[src/rtl/core/slos_pkg.sv]
// shared types and constants for the skip list ordered set
// no dependencies; imported by the controller, the datapath and the top level
`timescale 1ns / 1ps

package slos_pkg;

	// default sizing of the node pool and the list
	localparam int POOL_DEPTH_DEF  = 1024;
	localparam int TOP_LEVEL_DEF   = 16;
	localparam int RANGE_LIMIT_DEF = 64;

	// field widths fixed by the stream format
	localparam int REQ_W     = 3;
	localparam int SCORE_W   = 32;
	localparam int HANDLE_W  = 16;
	localparam int LEVEL_W   = 5;
	localparam int RANK_W    = 11;
	localparam int STATUS_W  = 3;
	localparam int IN_DATA_W  = 96;
	localparam int OUT_DATA_W = 72;

	// request codes
	localparam logic [REQ_W-1:0] REQ_INSERT   = 3'd0;
	localparam logic [REQ_W-1:0] REQ_REMOVE   = 3'd1;
	localparam logic [REQ_W-1:0] REQ_FIND     = 3'd2;
	localparam logic [REQ_W-1:0] REQ_GET_RANK = 3'd3;
	localparam logic [REQ_W-1:0] REQ_RANK_OF  = 3'd4;
	localparam logic [REQ_W-1:0] REQ_RANGE    = 3'd5;

	// result status codes
	typedef enum logic [STATUS_W-1:0] {
		ST_OK        = 3'd0,
		ST_NOT_FOUND = 3'd1,
		ST_DUP       = 3'd2,
		ST_FULL      = 3'd3,
		ST_BAD       = 3'd4
	} stat_t;

	// datapath operations issued by the controller
	typedef enum logic [4:0] {
		OP_NOP,
		OP_CAPTURE,
		OP_RD_X,
		OP_RD_NXT,
		OP_ADV,
		OP_LOC_DOWN,
		OP_LOC_DOWN_END,
		OP_ALLOC,
		OP_INS_NEW,
		OP_RD_UPD,
		OP_WR_NEWLINK,
		OP_WR_UPD_NEW,
		OP_LV_ZERO,
		OP_RD_CAND,
		OP_WR_UPD_RD,
		OP_LV_INC,
		OP_SHRINK,
		OP_REM_PUSH,
		OP_ADV_LINK,
		OP_RANK_ZERO,
		OP_RANGE_INIT,
		OP_CNT_STEP,
		OP_SET_MORE,
		OP_OUT_ERR,
		OP_OUT_INS,
		OP_OUT_REM,
		OP_OUT_FIND,
		OP_OUT_RANK,
		OP_OUT_RANGE
	} op_t;

	// controller states
	typedef enum logic [4:0] {
		S_IDLE,
		S_DISPATCH,
		S_ERR,
		S_LOC_RD,
		S_LOC_LINK,
		S_LOC_SC,
		S_LOC_DONE,
		S_INS_NEW,
		S_INS_RD,
		S_INS_W1,
		S_INS_W2,
		S_INS_FIN,
		S_REM_RD,
		S_REM_CHK,
		S_REM_WR,
		S_REM_SHRINK,
		S_REM_FIN,
		S_RK_RD,
		S_RK_CHK,
		S_RK_DONE,
		S_FIND_FIN,
		S_GR_RD,
		S_GR_CHK,
		S_GR_FIN,
		S_RG_C_RD,
		S_RG_C_CHK,
		S_RG_E_RD,
		S_RG_E_OUT
	} state_t;

	// command from controller to datapath
	typedef struct packed {
		op_t   op;
		stat_t code;
	} cmd_t;

	// status from datapath to controller
	typedef struct packed {
		logic [REQ_W-1:0] req;
		logic bad_range;
		logic tgt_bad;
		logic link_ge_pool;
		logic link_eq_cand;
		logic lt_key;
		logic lv_zero;
		logic hit;
		logic cand_miss;
		logic free_empty;
		logic ins_lv_last;
		logic rem_lv_last;
		logic top_empty;
		logic rank_eq_tgt;
		logic x_in_range;
		logic k_full;
		logic k_one;
		logic out_free;
	} sts_t;

endpackage

[src/rtl/core/slos_ctrl.sv]
// request sequencer of the skip list ordered set
// depends on slos_pkg; drives the datapath through cmd_t and reads sts_t
`timescale 1ns / 1ps

module slos_ctrl (
	input  logic          clk,
	input  logic          arst_n,
	input  logic          s_tvalid,
	output logic          s_tready,
	input  slos_pkg::sts_t sts,
	output slos_pkg::cmd_t cmd
);
	import slos_pkg::*;

	state_t state_q, state_d;
	stat_t  err_q, err_d;

	// state register
	always_ff @(posedge clk or negedge arst_n) begin
		if (!arst_n) begin
			state_q <= S_IDLE;
			err_q   <= ST_OK;
		end else begin
			state_q <= state_d;
			err_q   <= err_d;
		end
	end

	// next state
	always_comb begin
		state_d = state_q;
		err_d   = err_q;
		case (state_q)
			S_IDLE: if (s_tvalid) state_d = S_DISPATCH;
			S_DISPATCH: begin
				if (sts.req > REQ_RANGE) begin
					err_d = ST_BAD; state_d = S_ERR;
				end else if (sts.req == REQ_GET_RANK) begin
					if (sts.tgt_bad) begin
						err_d = ST_NOT_FOUND; state_d = S_ERR;
					end else state_d = S_GR_RD;
				end else if (sts.req == REQ_RANGE && sts.bad_range) begin
					err_d = ST_BAD; state_d = S_ERR;
				end else state_d = S_LOC_RD;
			end
			S_ERR: if (sts.out_free) state_d = S_IDLE;
			S_LOC_RD: state_d = S_LOC_LINK;
			S_LOC_LINK: begin
				if (sts.link_ge_pool) state_d = sts.lv_zero ? S_LOC_DONE : S_LOC_RD;
				else state_d = S_LOC_SC;
			end
			S_LOC_SC: begin
				if (sts.lt_key) state_d = S_LOC_RD;
				else state_d = sts.lv_zero ? S_LOC_DONE : S_LOC_RD;
			end
			S_LOC_DONE: begin
				case (sts.req)
					REQ_INSERT: begin
						if (sts.free_empty) begin
							err_d = ST_FULL; state_d = S_ERR;
						end else if (sts.hit) begin
							err_d = ST_DUP; state_d = S_ERR;
						end else state_d = S_INS_NEW;
					end
					REQ_REMOVE: begin
						if (!sts.hit) begin
							err_d = ST_NOT_FOUND; state_d = S_ERR;
						end else state_d = S_REM_RD;
					end
					REQ_FIND, REQ_RANK_OF: begin
						if (!sts.hit) begin
							err_d = ST_NOT_FOUND; state_d = S_ERR;
						end else state_d = S_RK_RD;
					end
					REQ_RANGE: begin
						if (sts.cand_miss) begin
							err_d = ST_NOT_FOUND; state_d = S_ERR;
						end else state_d = S_RK_RD;
					end
					default: begin
						err_d = ST_BAD; state_d = S_ERR;
					end
				endcase
			end
			S_INS_NEW: state_d = S_INS_RD;
			S_INS_RD:  state_d = S_INS_W1;
			S_INS_W1:  state_d = S_INS_W2;
			S_INS_W2:  state_d = sts.ins_lv_last ? S_INS_FIN : S_INS_RD;
			S_INS_FIN: if (sts.out_free) state_d = S_IDLE;
			S_REM_RD:  state_d = S_REM_CHK;
			S_REM_CHK: begin
				if (sts.link_eq_cand) state_d = S_REM_WR;
				else state_d = sts.rem_lv_last ? S_REM_SHRINK : S_REM_RD;
			end
			S_REM_WR: state_d = sts.rem_lv_last ? S_REM_SHRINK : S_REM_RD;
			S_REM_SHRINK: if (!sts.top_empty) state_d = S_REM_FIN;
			S_REM_FIN: if (sts.out_free) state_d = S_IDLE;
			S_RK_RD: state_d = S_RK_CHK;
			S_RK_CHK: begin
				if (sts.link_eq_cand || sts.link_ge_pool) state_d = S_RK_DONE;
				else state_d = S_RK_RD;
			end
			S_RK_DONE: state_d = (sts.req == REQ_RANGE) ? S_RG_C_RD : S_FIND_FIN;
			S_FIND_FIN: if (sts.out_free) state_d = S_IDLE;
			S_GR_RD: state_d = S_GR_CHK;
			S_GR_CHK: begin
				if (sts.link_ge_pool) begin
					err_d = ST_NOT_FOUND; state_d = S_ERR;
				end else if (sts.rank_eq_tgt) state_d = S_GR_FIN;
				else state_d = S_GR_RD;
			end
			S_GR_FIN: if (sts.out_free) state_d = S_IDLE;
			S_RG_C_RD: state_d = S_RG_C_CHK;
			S_RG_C_CHK: begin
				if (!sts.k_full && sts.x_in_range) state_d = S_RG_C_RD;
				else state_d = S_RG_E_RD;
			end
			S_RG_E_RD: state_d = S_RG_E_OUT;
			S_RG_E_OUT: if (sts.out_free) state_d = sts.k_one ? S_IDLE : S_RG_E_RD;
			default: state_d = S_IDLE;
		endcase
	end

	// datapath commands
	always_comb begin
		cmd.op   = OP_NOP;
		cmd.code = err_q;
		s_tready = (state_q == S_IDLE);
		case (state_q)
			S_IDLE: if (s_tvalid) cmd.op = OP_CAPTURE;
			S_DISPATCH: begin
				if (sts.req == REQ_GET_RANK && !sts.tgt_bad) cmd.op = OP_LV_ZERO;
			end
			S_ERR: if (sts.out_free) cmd.op = OP_OUT_ERR;
			S_LOC_RD: cmd.op = OP_RD_X;
			S_LOC_LINK: cmd.op = sts.link_ge_pool ? OP_LOC_DOWN_END : OP_RD_NXT;
			S_LOC_SC: cmd.op = sts.lt_key ? OP_ADV : OP_LOC_DOWN;
			S_LOC_DONE: begin
				case (sts.req)
					REQ_INSERT: if (!sts.free_empty && !sts.hit) cmd.op = OP_ALLOC;
					REQ_REMOVE, REQ_FIND, REQ_RANK_OF: if (sts.hit) cmd.op = OP_LV_ZERO;
					REQ_RANGE: if (!sts.cand_miss) cmd.op = OP_LV_ZERO;
					default: cmd.op = OP_NOP;
				endcase
			end
			S_INS_NEW: cmd.op = OP_INS_NEW;
			S_INS_RD:  cmd.op = OP_RD_UPD;
			S_INS_W1:  cmd.op = OP_WR_NEWLINK;
			S_INS_W2:  cmd.op = OP_WR_UPD_NEW;
			S_INS_FIN: if (sts.out_free) cmd.op = OP_OUT_INS;
			S_REM_RD:  cmd.op = OP_RD_UPD;
			S_REM_CHK: cmd.op = sts.link_eq_cand ? OP_RD_CAND : OP_LV_INC;
			S_REM_WR:  cmd.op = OP_WR_UPD_RD;
			S_REM_SHRINK: cmd.op = sts.top_empty ? OP_SHRINK : OP_REM_PUSH;
			S_REM_FIN: if (sts.out_free) cmd.op = OP_OUT_REM;
			S_RK_RD:   cmd.op = OP_RD_X;
			S_RK_CHK: begin
				if (sts.link_eq_cand) cmd.op = OP_NOP;
				else if (sts.link_ge_pool) cmd.op = OP_RANK_ZERO;
				else cmd.op = OP_ADV_LINK;
			end
			S_RK_DONE: cmd.op = (sts.req == REQ_RANGE) ? OP_RANGE_INIT : OP_RD_CAND;
			S_FIND_FIN: if (sts.out_free) cmd.op = OP_OUT_FIND;
			S_GR_RD:   cmd.op = OP_RD_X;
			S_GR_CHK: begin
				if (sts.link_ge_pool) cmd.op = OP_NOP;
				else if (sts.rank_eq_tgt) cmd.op = OP_RD_NXT;
				else cmd.op = OP_ADV_LINK;
			end
			S_GR_FIN: if (sts.out_free) cmd.op = OP_OUT_RANK;
			S_RG_C_RD: cmd.op = OP_RD_X;
			S_RG_C_CHK: begin
				if (!sts.k_full && sts.x_in_range) cmd.op = OP_CNT_STEP;
				else cmd.op = OP_SET_MORE;
			end
			S_RG_E_RD: cmd.op = OP_RD_X;
			S_RG_E_OUT: if (sts.out_free) cmd.op = OP_OUT_RANGE;
			default: cmd.op = OP_NOP;
		endcase
	end

endmodule

[config.mk]
export PLATFORM = sky130hd
export DESIGN_NAME = slos_ctrl
export DESIGN_NICKNAME = d
export VERILOG_FILES = /design/src/rtl/core/slos_pkg.sv /design/src/rtl/core/slos_ctrl.sv
export SDC_FILE = /design/constraint.sdc
export NUM_CORES = 1
export LEC_CHECK = 0
export BUFFER_PORTS_ARGS = -buffer_cell sky130_fd_sc_hd__buf_2
export CAP_MARGIN = 20
export CORE_ASPECT_RATIO = 1.5
export CORE_MARGIN = 10
export CORE_UTILIZATION = 59
export CTS_CLUSTER_DIAMETER = 40
export DETAILED_ROUTE_END_ITERATION = 16
export PLACE_DENSITY_LB_ADDON = 0.3
export SKIP_CTS_REPAIR_TIMING = 1
export SLEW_MARGIN = 20
export SYNTH_ARGS = -nofsm -noshare
export SYNTH_HDL_FRONTEND = slang
export SYNTH_SLANG_ARGS = --single-unit
[constraint.sdc]
create_clock -name clk -period 2.9 [get_ports clk]
set_input_delay 0.29 -clock clk [delete_from_list [all_inputs] [get_ports clk]]
set_output_delay 0.29 -clock clk [all_outputs]
set_load 0.03 [all_outputs]
==> metrics.csv, run 1 <==
stage;metric;value;unit
die;Core ar.;0.00242;mm^2
global_route;first-pass GRT wire length;8.85;mm
power;pwr dens;935;mW/mm^2
critical_path;Crit Path Max Fanout;22;
layout;Finished Cell Area;0.00171;mm^2
global_route;vias in the first global route;1888;
logic_synthesis;Synthesized Nets;238;
clocking;TritonCTS clock tree;built;
placement;HPWL Detailed;4.24;mm
critical_path;Startpoint Class;flop;
sta;setup total negative slack;0;ns
run;max_cap viols;0;
logic_synthesis;area share of the largest cell type after synthesis;13.5;%
critical_path;critical path data arrival time;2.35;ns
logic_synthesis;biggest area consumer among synthesized cells;dfrtp_1;
worst_hold_path;HP Class;in -> reg;
placement;placed cell areas;0.00168;mm^2
logic_synthesis;Post-synth EDFFs;0;
sta;Max Clk Rate;0.378;GHz
logic_synthesis;cells after synthesis;215;
sta;fin. max-slew vios;0;
outcome;outcome;finished, final reports clean;
sta;Worst slew margin;53.0;%
routing;via count;1970;
layout;area added between synthesis and finish;15.1;%
routing;post-DR wirelength/cell;20.7;um
critical_path;CP endpoint kind;primary output;
die;die area;0.00497;mm^2
routing;ANT nets after route;0;
layout;layout cell share with drive strength beyond 1;23.4;%
clocking;H-Tree Depth;1;
routing;drt pass-1 iters;5;
clocking;Clock Pin Slew Worst Setup and Hold Paths;0.05;ns
sta;worst-margin pin slew;0.705;ns
sta;# setup viols final;0;
sta;RSZ-0062 raised after global routing;no;
die;# IOs;32;
routing;Remaining DRCs;0;
critical_path;Crit-path slowest cell;dfrtp_1;
sta;Clock Skew;0.00190;ns
critical_path;Critical Path RT;2.61;ns
logic_synthesis;FFs w/ async S/R, synth;100;%
logic_synthesis;Seq cells post-synth;8;
clocking;CTS sink cnt;8;
clocking;Worst-Skew Late Latency;0.26;ns
routing;DR iter-0 viols;130;
clocking;Root Driver;clkbuf_4;
die;DIE WIDTH;61;um
sta;Final Worst Setup Slack;0.256;ns
logic_synthesis;Synth area leaders;dfrtp_1 (13%), o21ai_0 (5.7%), nand2_1 (4.3%);
logic_synthesis;sequential area share after synthesis;13.5;%
clocking;clk buf depth;2;
routing;vias per std cell;7.35;
power;leakage;0.730;nW
placement;pre-CTS WS;0.581;ns
critical_path;setup slack, reg-to-reg;0.52;ns
global_route;total gr overflow;0;
logic_synthesis;Yosys cell types;59;
layout;antenna cells;0;
logic_synthesis;Post-Syn Area per Cell;6.92;um^2
layout;nets;269;
sta;Final Hold Vio Count;0;
clocking;CTS buffer count;3;
sta;min Tclk post-route;2.64;ns
sta;fin crit share;91.2;%
power;Worst VDD drop;0.000833;V
critical_path;crit path kind;reg -> out;
logic_synthesis;mapped cell area;0.00149;mm^2
placement;PortBufs;31;
routing;overall routed net length;5.54;mm
die;Die H;81.5;um
global_route;largest net degree at the start of global routing;25;
global_route;Overall Global Routing Usage;22.3;%
global_route;initial antenna violation count;0;
die;Starting Density;61.4;%
placement;GPL Wtd Cong;1.02;
logic_synthesis;Synth warnings;0;
critical_path;max incr delay on CP;0.79;ns
die;Cell Rows;22;
logic_synthesis;ys flop type;dfrtp_1;
critical_path;Critical Path, Cell by Cell;nand2b_1, a2111oi_0, nor2_1, o21ai_0, or4_1, buf_2;
[synthesized netlist by cell type (3+ instances only)]
cell type / number
nand2_1: 17
o21ai_0: 17
nor2_1: 15
a21oi_1: 10
buf_2: 10
nand2b_1: 10
inv_1: 9
dfrtp_1: 8
nor3_1: 8
nand3_1: 7
nor4_1: 7
a211oi_1: 6
clkbuf_1: 6
nor2b_1: 5
o32ai_1: 5
mux2_2: 4
nand3b_1: 4
nand4_1: 4
a221oi_1: 3
a31oi_1: 3
a32oi_1: 3
and3_1: 3
or2_2: 3
[metrics by stage]
step / power [mW] / utilization (%) / instances / hold WS, ns
2_1_floorplan: 1.14 / - / 215 / -0.00559
3_3_place_gp: 1.46 / 69.3 / 264 / 0.131
3_5_place_dp: 1.48 / 69.3 / 264 / 0.133
4_1_cts: 1.57 / 70.2 / 267 / -0.149
5_1_grt: 1.71 / 70.7 / 268 / 0.389
6_report: 1.60 / 70.7 / 268 / 0.394
[state kept, by name, summed over array words and instances (netlist names)]
signal and flops:
err_q 3, state_q 5
[final timing paths]
| path | startpoint | to | depth (start not counted) |
|---|---|---|---|
| max | state_q[1] | cmd[4] | 6 |
| min | sts[10] | state_q[3] | 2 |
| max reg2reg | state_q[1] | state_q[0] | 6 |
| min reg2reg | err_q[1] | err_q[1] | 1 |
| max in group asynchronous | arst_n | state_q[1] | 2 |
| min in group asynchronous | arst_n | state_q[0] | 2 |
[final cells by class]
| cell class | instances | area [um^2] |
|---|---|---|
| fill | 238 | 711 |
| clock buffer | 3 | 22.5 |
| timing repair buffer | 45 | 263 |
| multi-input combinational | 179 | 1160 |
| tap | 24 | 30.0 |
| inverter | 9 | 33.8 |
| sequential | 8 | 200 |
[power breakdown]
group          internal [mW]  switching (mW)  leakage, nW
sequential             0.151           0.159        0.103
combinational          0.484           0.720        0.614
clock                 0.0474          0.0391       0.0138
total                  0.682           0.918        0.730
[layer usage]
layer  track usage (%)  up-vias  part of all wire, %
met1              25.0      907                   36
met2              36.8      143                   49
li1                  -      900                    -
met5                 0        -                    0
met4              13.0        0                  3.6
met3              5.40       20                   11
[logic make-up (layout without fill, tap and decap cells)]
kind of cell / Yosys count / after routing / synth area share, %
AOI/OAI and AO/OA: 75 / 75 / 36.3
muxes: 5 / 5 / 3.70
xor gates and xnor gates: 1 / 1 / 0.589
and+or+nand+nor: 98 / 98 / 37.5
DFF: 8 / 8 / 13.5
buffers and inverters: 28 / 57 / 8.41
[critical path: cells and delay by family, from the launching register on]
family | cells | cell delay, ns
buffers and inverters | 1 | 0.19
AND/OR/NAND/NOR | 3 | 0.89
flip-flops | 1 | 0.79
AO/OA/AOI/OAI | 2 | 0.21
[cell usage in the layout (no fill, tap or decap), types with 4 or more instances in the layout]
cell type and n:
mux2_2 4, nand2_1 17, nor4_1 7, dfrtp_1 8, o21ai_0 17, nand2b_1 10, nor3_1 8, nor2_1 15
nand4_1 4, nor2b_1 5, nand3_1 7, buf_4 13, a211oi_1 6, nand3b_1 4, a21oi_1 10, inv_1 9
o32ai_1 5, buf_2 31
Power figures use the tool's default switching activity.
==> inputs of run 2 (changes only) <==
--- a/config.mk
+++ b/config.mk
@@ -7,7 +7,6 @@
 export LEC_CHECK = 0
 export BUFFER_PORTS_ARGS = -buffer_cell sky130_fd_sc_hd__buf_2
 export CAP_MARGIN = 20
-export CORE_ASPECT_RATIO = 1.5
 export CORE_MARGIN = 10
 export CORE_UTILIZATION = 59
 export CTS_CLUSTER_DIAMETER = 40
==> run 2 against run 1 <==
Against the previous run: hold slack worse by 0.019 ns; global-route usage fell by 3.3 points; critical path depth stayed put; largest cell class unchanged.
==> metrics.csv, run 2 (synthesized netlist as in run 1, its figures left out) <==
stage;metric;value;unit;change
outcome;outcome;finished, final reports clean;;
die;Starting Density;61.2;%;-0.25 points
sta;Final Hold Vio Count;0;;unchanged
critical_path;crit path kind;reg -> out;;
routing;drt pass-1 iters;6;;+1
placement;Placed Cells;263;;-0.38%
global_route;vias in the first global route;1722;;-8.8%
layout;fillcell total;229;;-3.8%
layout;layout cell share with drive strength beyond 1;21.5;%;-1.8 points
sta;Max Clk Rate;0.377;GHz;-0.24%
layout;antenna cells;0;;unchanged
die;die area;0.00493;mm^2;-0.83%
layout;Largest regs;state_q: 5 flops, err_q: 3 flops;;
power;Worst VDD drop;0.000752;V;-9.7%
clocking;clk buf depth;2;;unchanged
critical_path;critical path data arrival time;2.36;ns;about the same
sta;worst-margin pin slew;0.658;ns;-0.0473 ns
routing;DR iter-0 viols;448;;+240%
layout;area added between synthesis and finish;12.1;%;
critical_path;reg2reg start;state_q[1];;
clocking;Root Driver;clkbuf_4;;
layout;nets;262;;-2.6%
clocking;Worst-Skew Late Latency;0.27;ns;about the same
routing;post-DR wirelength/cell;18.4;um;-11%
sta;fin crit share;91.4;%;+0.22 points
die;Core ar.;0.00243;mm^2;+0.41%
routing;Remaining DRCs;0;;unchanged
critical_path;CP endpoint kind;primary output;;
critical_path;Startpoint Class;flop;;
clocking;TritonCTS clock tree;built;;
critical_path;Crit Path Max Fanout;20;;-9.1%
placement;placed cell areas;0.00163;mm^2;-2.7%
power;leakage;0.696;nW;-4.7%
routing;overall routed net length;4.92;mm;-11%
critical_path;CP startpoint;state_q[1];;
routing;via count;1931;;-2.0%
placement;GPL Wtd Cong;0.991;;-2.9%
clocking;CTS buffer count;3;;unchanged
global_route;Overall Global Routing Usage;19.0;%;-3.3 points
global_route;largest net degree at the start of global routing;26;;+4.0%
sta;RSZ-0062 raised after global routing;no;;
die;# IOs;32;;unchanged
clocking;H-Tree Depth;1;;unchanged
worst_hold_path;HP Class;in -> async;;
layout;most frequent cells in the layout;buf_2 (31), nand2_1 (17), o21ai_0 (17);;
layout;register name with the most flops;state_q;;
clocking;CTS sink cnt;8;;unchanged
power;total power draw;1.54;mW;-3.7%
layout;Finished Cell Area;0.00167;mm^2;-2.6%
run;max_cap viols;0;;unchanged
placement;PortBufs;31;;unchanged
sta;fin. max-slew vios;0;;unchanged
sta;Clock Skew;0.00945;ns;+0.00755 ns
clocking;Clock Pin Slew Worst Setup and Hold Paths;0.06;ns;about the same
global_route;total gr overflow;0;;unchanged
placement;HPWL Detailed;3.70;mm;-13%
critical_path;Critical Path RT;2.61;ns;about the same
sta;min Tclk post-route;2.65;ns;+0.00645 ns
layout;max reg flops;5;;unchanged
sta;# setup viols final;0;;unchanged
power;pwr dens;924;mW/mm^2;-1.2%
routing;vias per std cell;7.23;;-1.6%
sta;setup total negative slack;0;ns;unchanged
die;Cell Rows;18;;-18%
die;DIE WIDTH;70.2;um;+15%
global_route;first-pass GRT wire length;8.13;mm;-8.1%
sta;Worst slew margin;55.8;%;+2.7 points
global_route;initial antenna violation count;0;;unchanged
routing;ANT nets after route;0;;unchanged
die;Die H;70.2;um;-14%
layout;fin cells;267;;-0.37%
layout;most common cell after layout, fill and taps aside;buf_2;;
## run 2: cell count changes in the layout (fill, tap and decap cells not counted)
cell,delta
dfrtp_1,-1
buf_4,-7
dfrtp_2,+1
## run 2: worst max-delay path, stage by stage (launching register included)
cell	delay, ns
dfrtp_1	0.76
nand2b_1	0.31
nor4_1	0.49
a31oi_1	0.11
o21ai_0	0.11
or4_1	0.13
buf_2	0.19
## run 2: path summary, 6_finish.rpt
kind / end / slack (ns) / cells after the start
max in group asynchronous: state_q[3] / 2.34 / 2
max: cmd[4] / 0.25 / 6
max reg2reg: err_q[1] / 0.53 / 5
min: err_q[0] / 0.38 / 2
min reg2reg: err_q[1] / 0.50 / 1
min in group clk: state_q[3] / 0.38 / 2
## run 2: metal layers
layer  global-route usage, %  up-vias  wire length, um
met5                       0        -                0
met4                    7.68        0              150
met3                    4.94       28              612
met2                    29.8      153             2210
met1                    24.0      864             1950
li1                        -      886                -
## run 2: cell type report
type	instances	area (um^2)	area share [%]
inverter	9	33.8	2.03
tap	30	37.5	2.25
sequential	8	201	12.1
clock buffer	3	22.5	1.35
timing repair buffer	38	210	12.6
multi-input combinational	179	1160	69.7
## run 2: per-stage QoR
stage	hold slack, ns	util, %	setup WS, ns
6_report	0.375	68.6	0.250
2_1_floorplan	-0.00559	-	0.876
3_3_place_gp	0.133	67.2	0.623
3_5_place_dp	0.137	67.2	0.572
5_1_grt	0.378	68.6	0.0567
4_1_cts	-0.151	68.1	0.274
## run 2: where the power goes
| part | internal (mW) | total (mW) | switching (mW) | leakage [nW] |
|---|---|---|---|---|
| clock network | 0.0476 | 0.0890 | 0.0414 | 0.0138 |
| logic | 0.447 | 1.17 | 0.723 | 0.581 |
| registers | 0.153 | 0.282 | 0.129 | 0.101 |
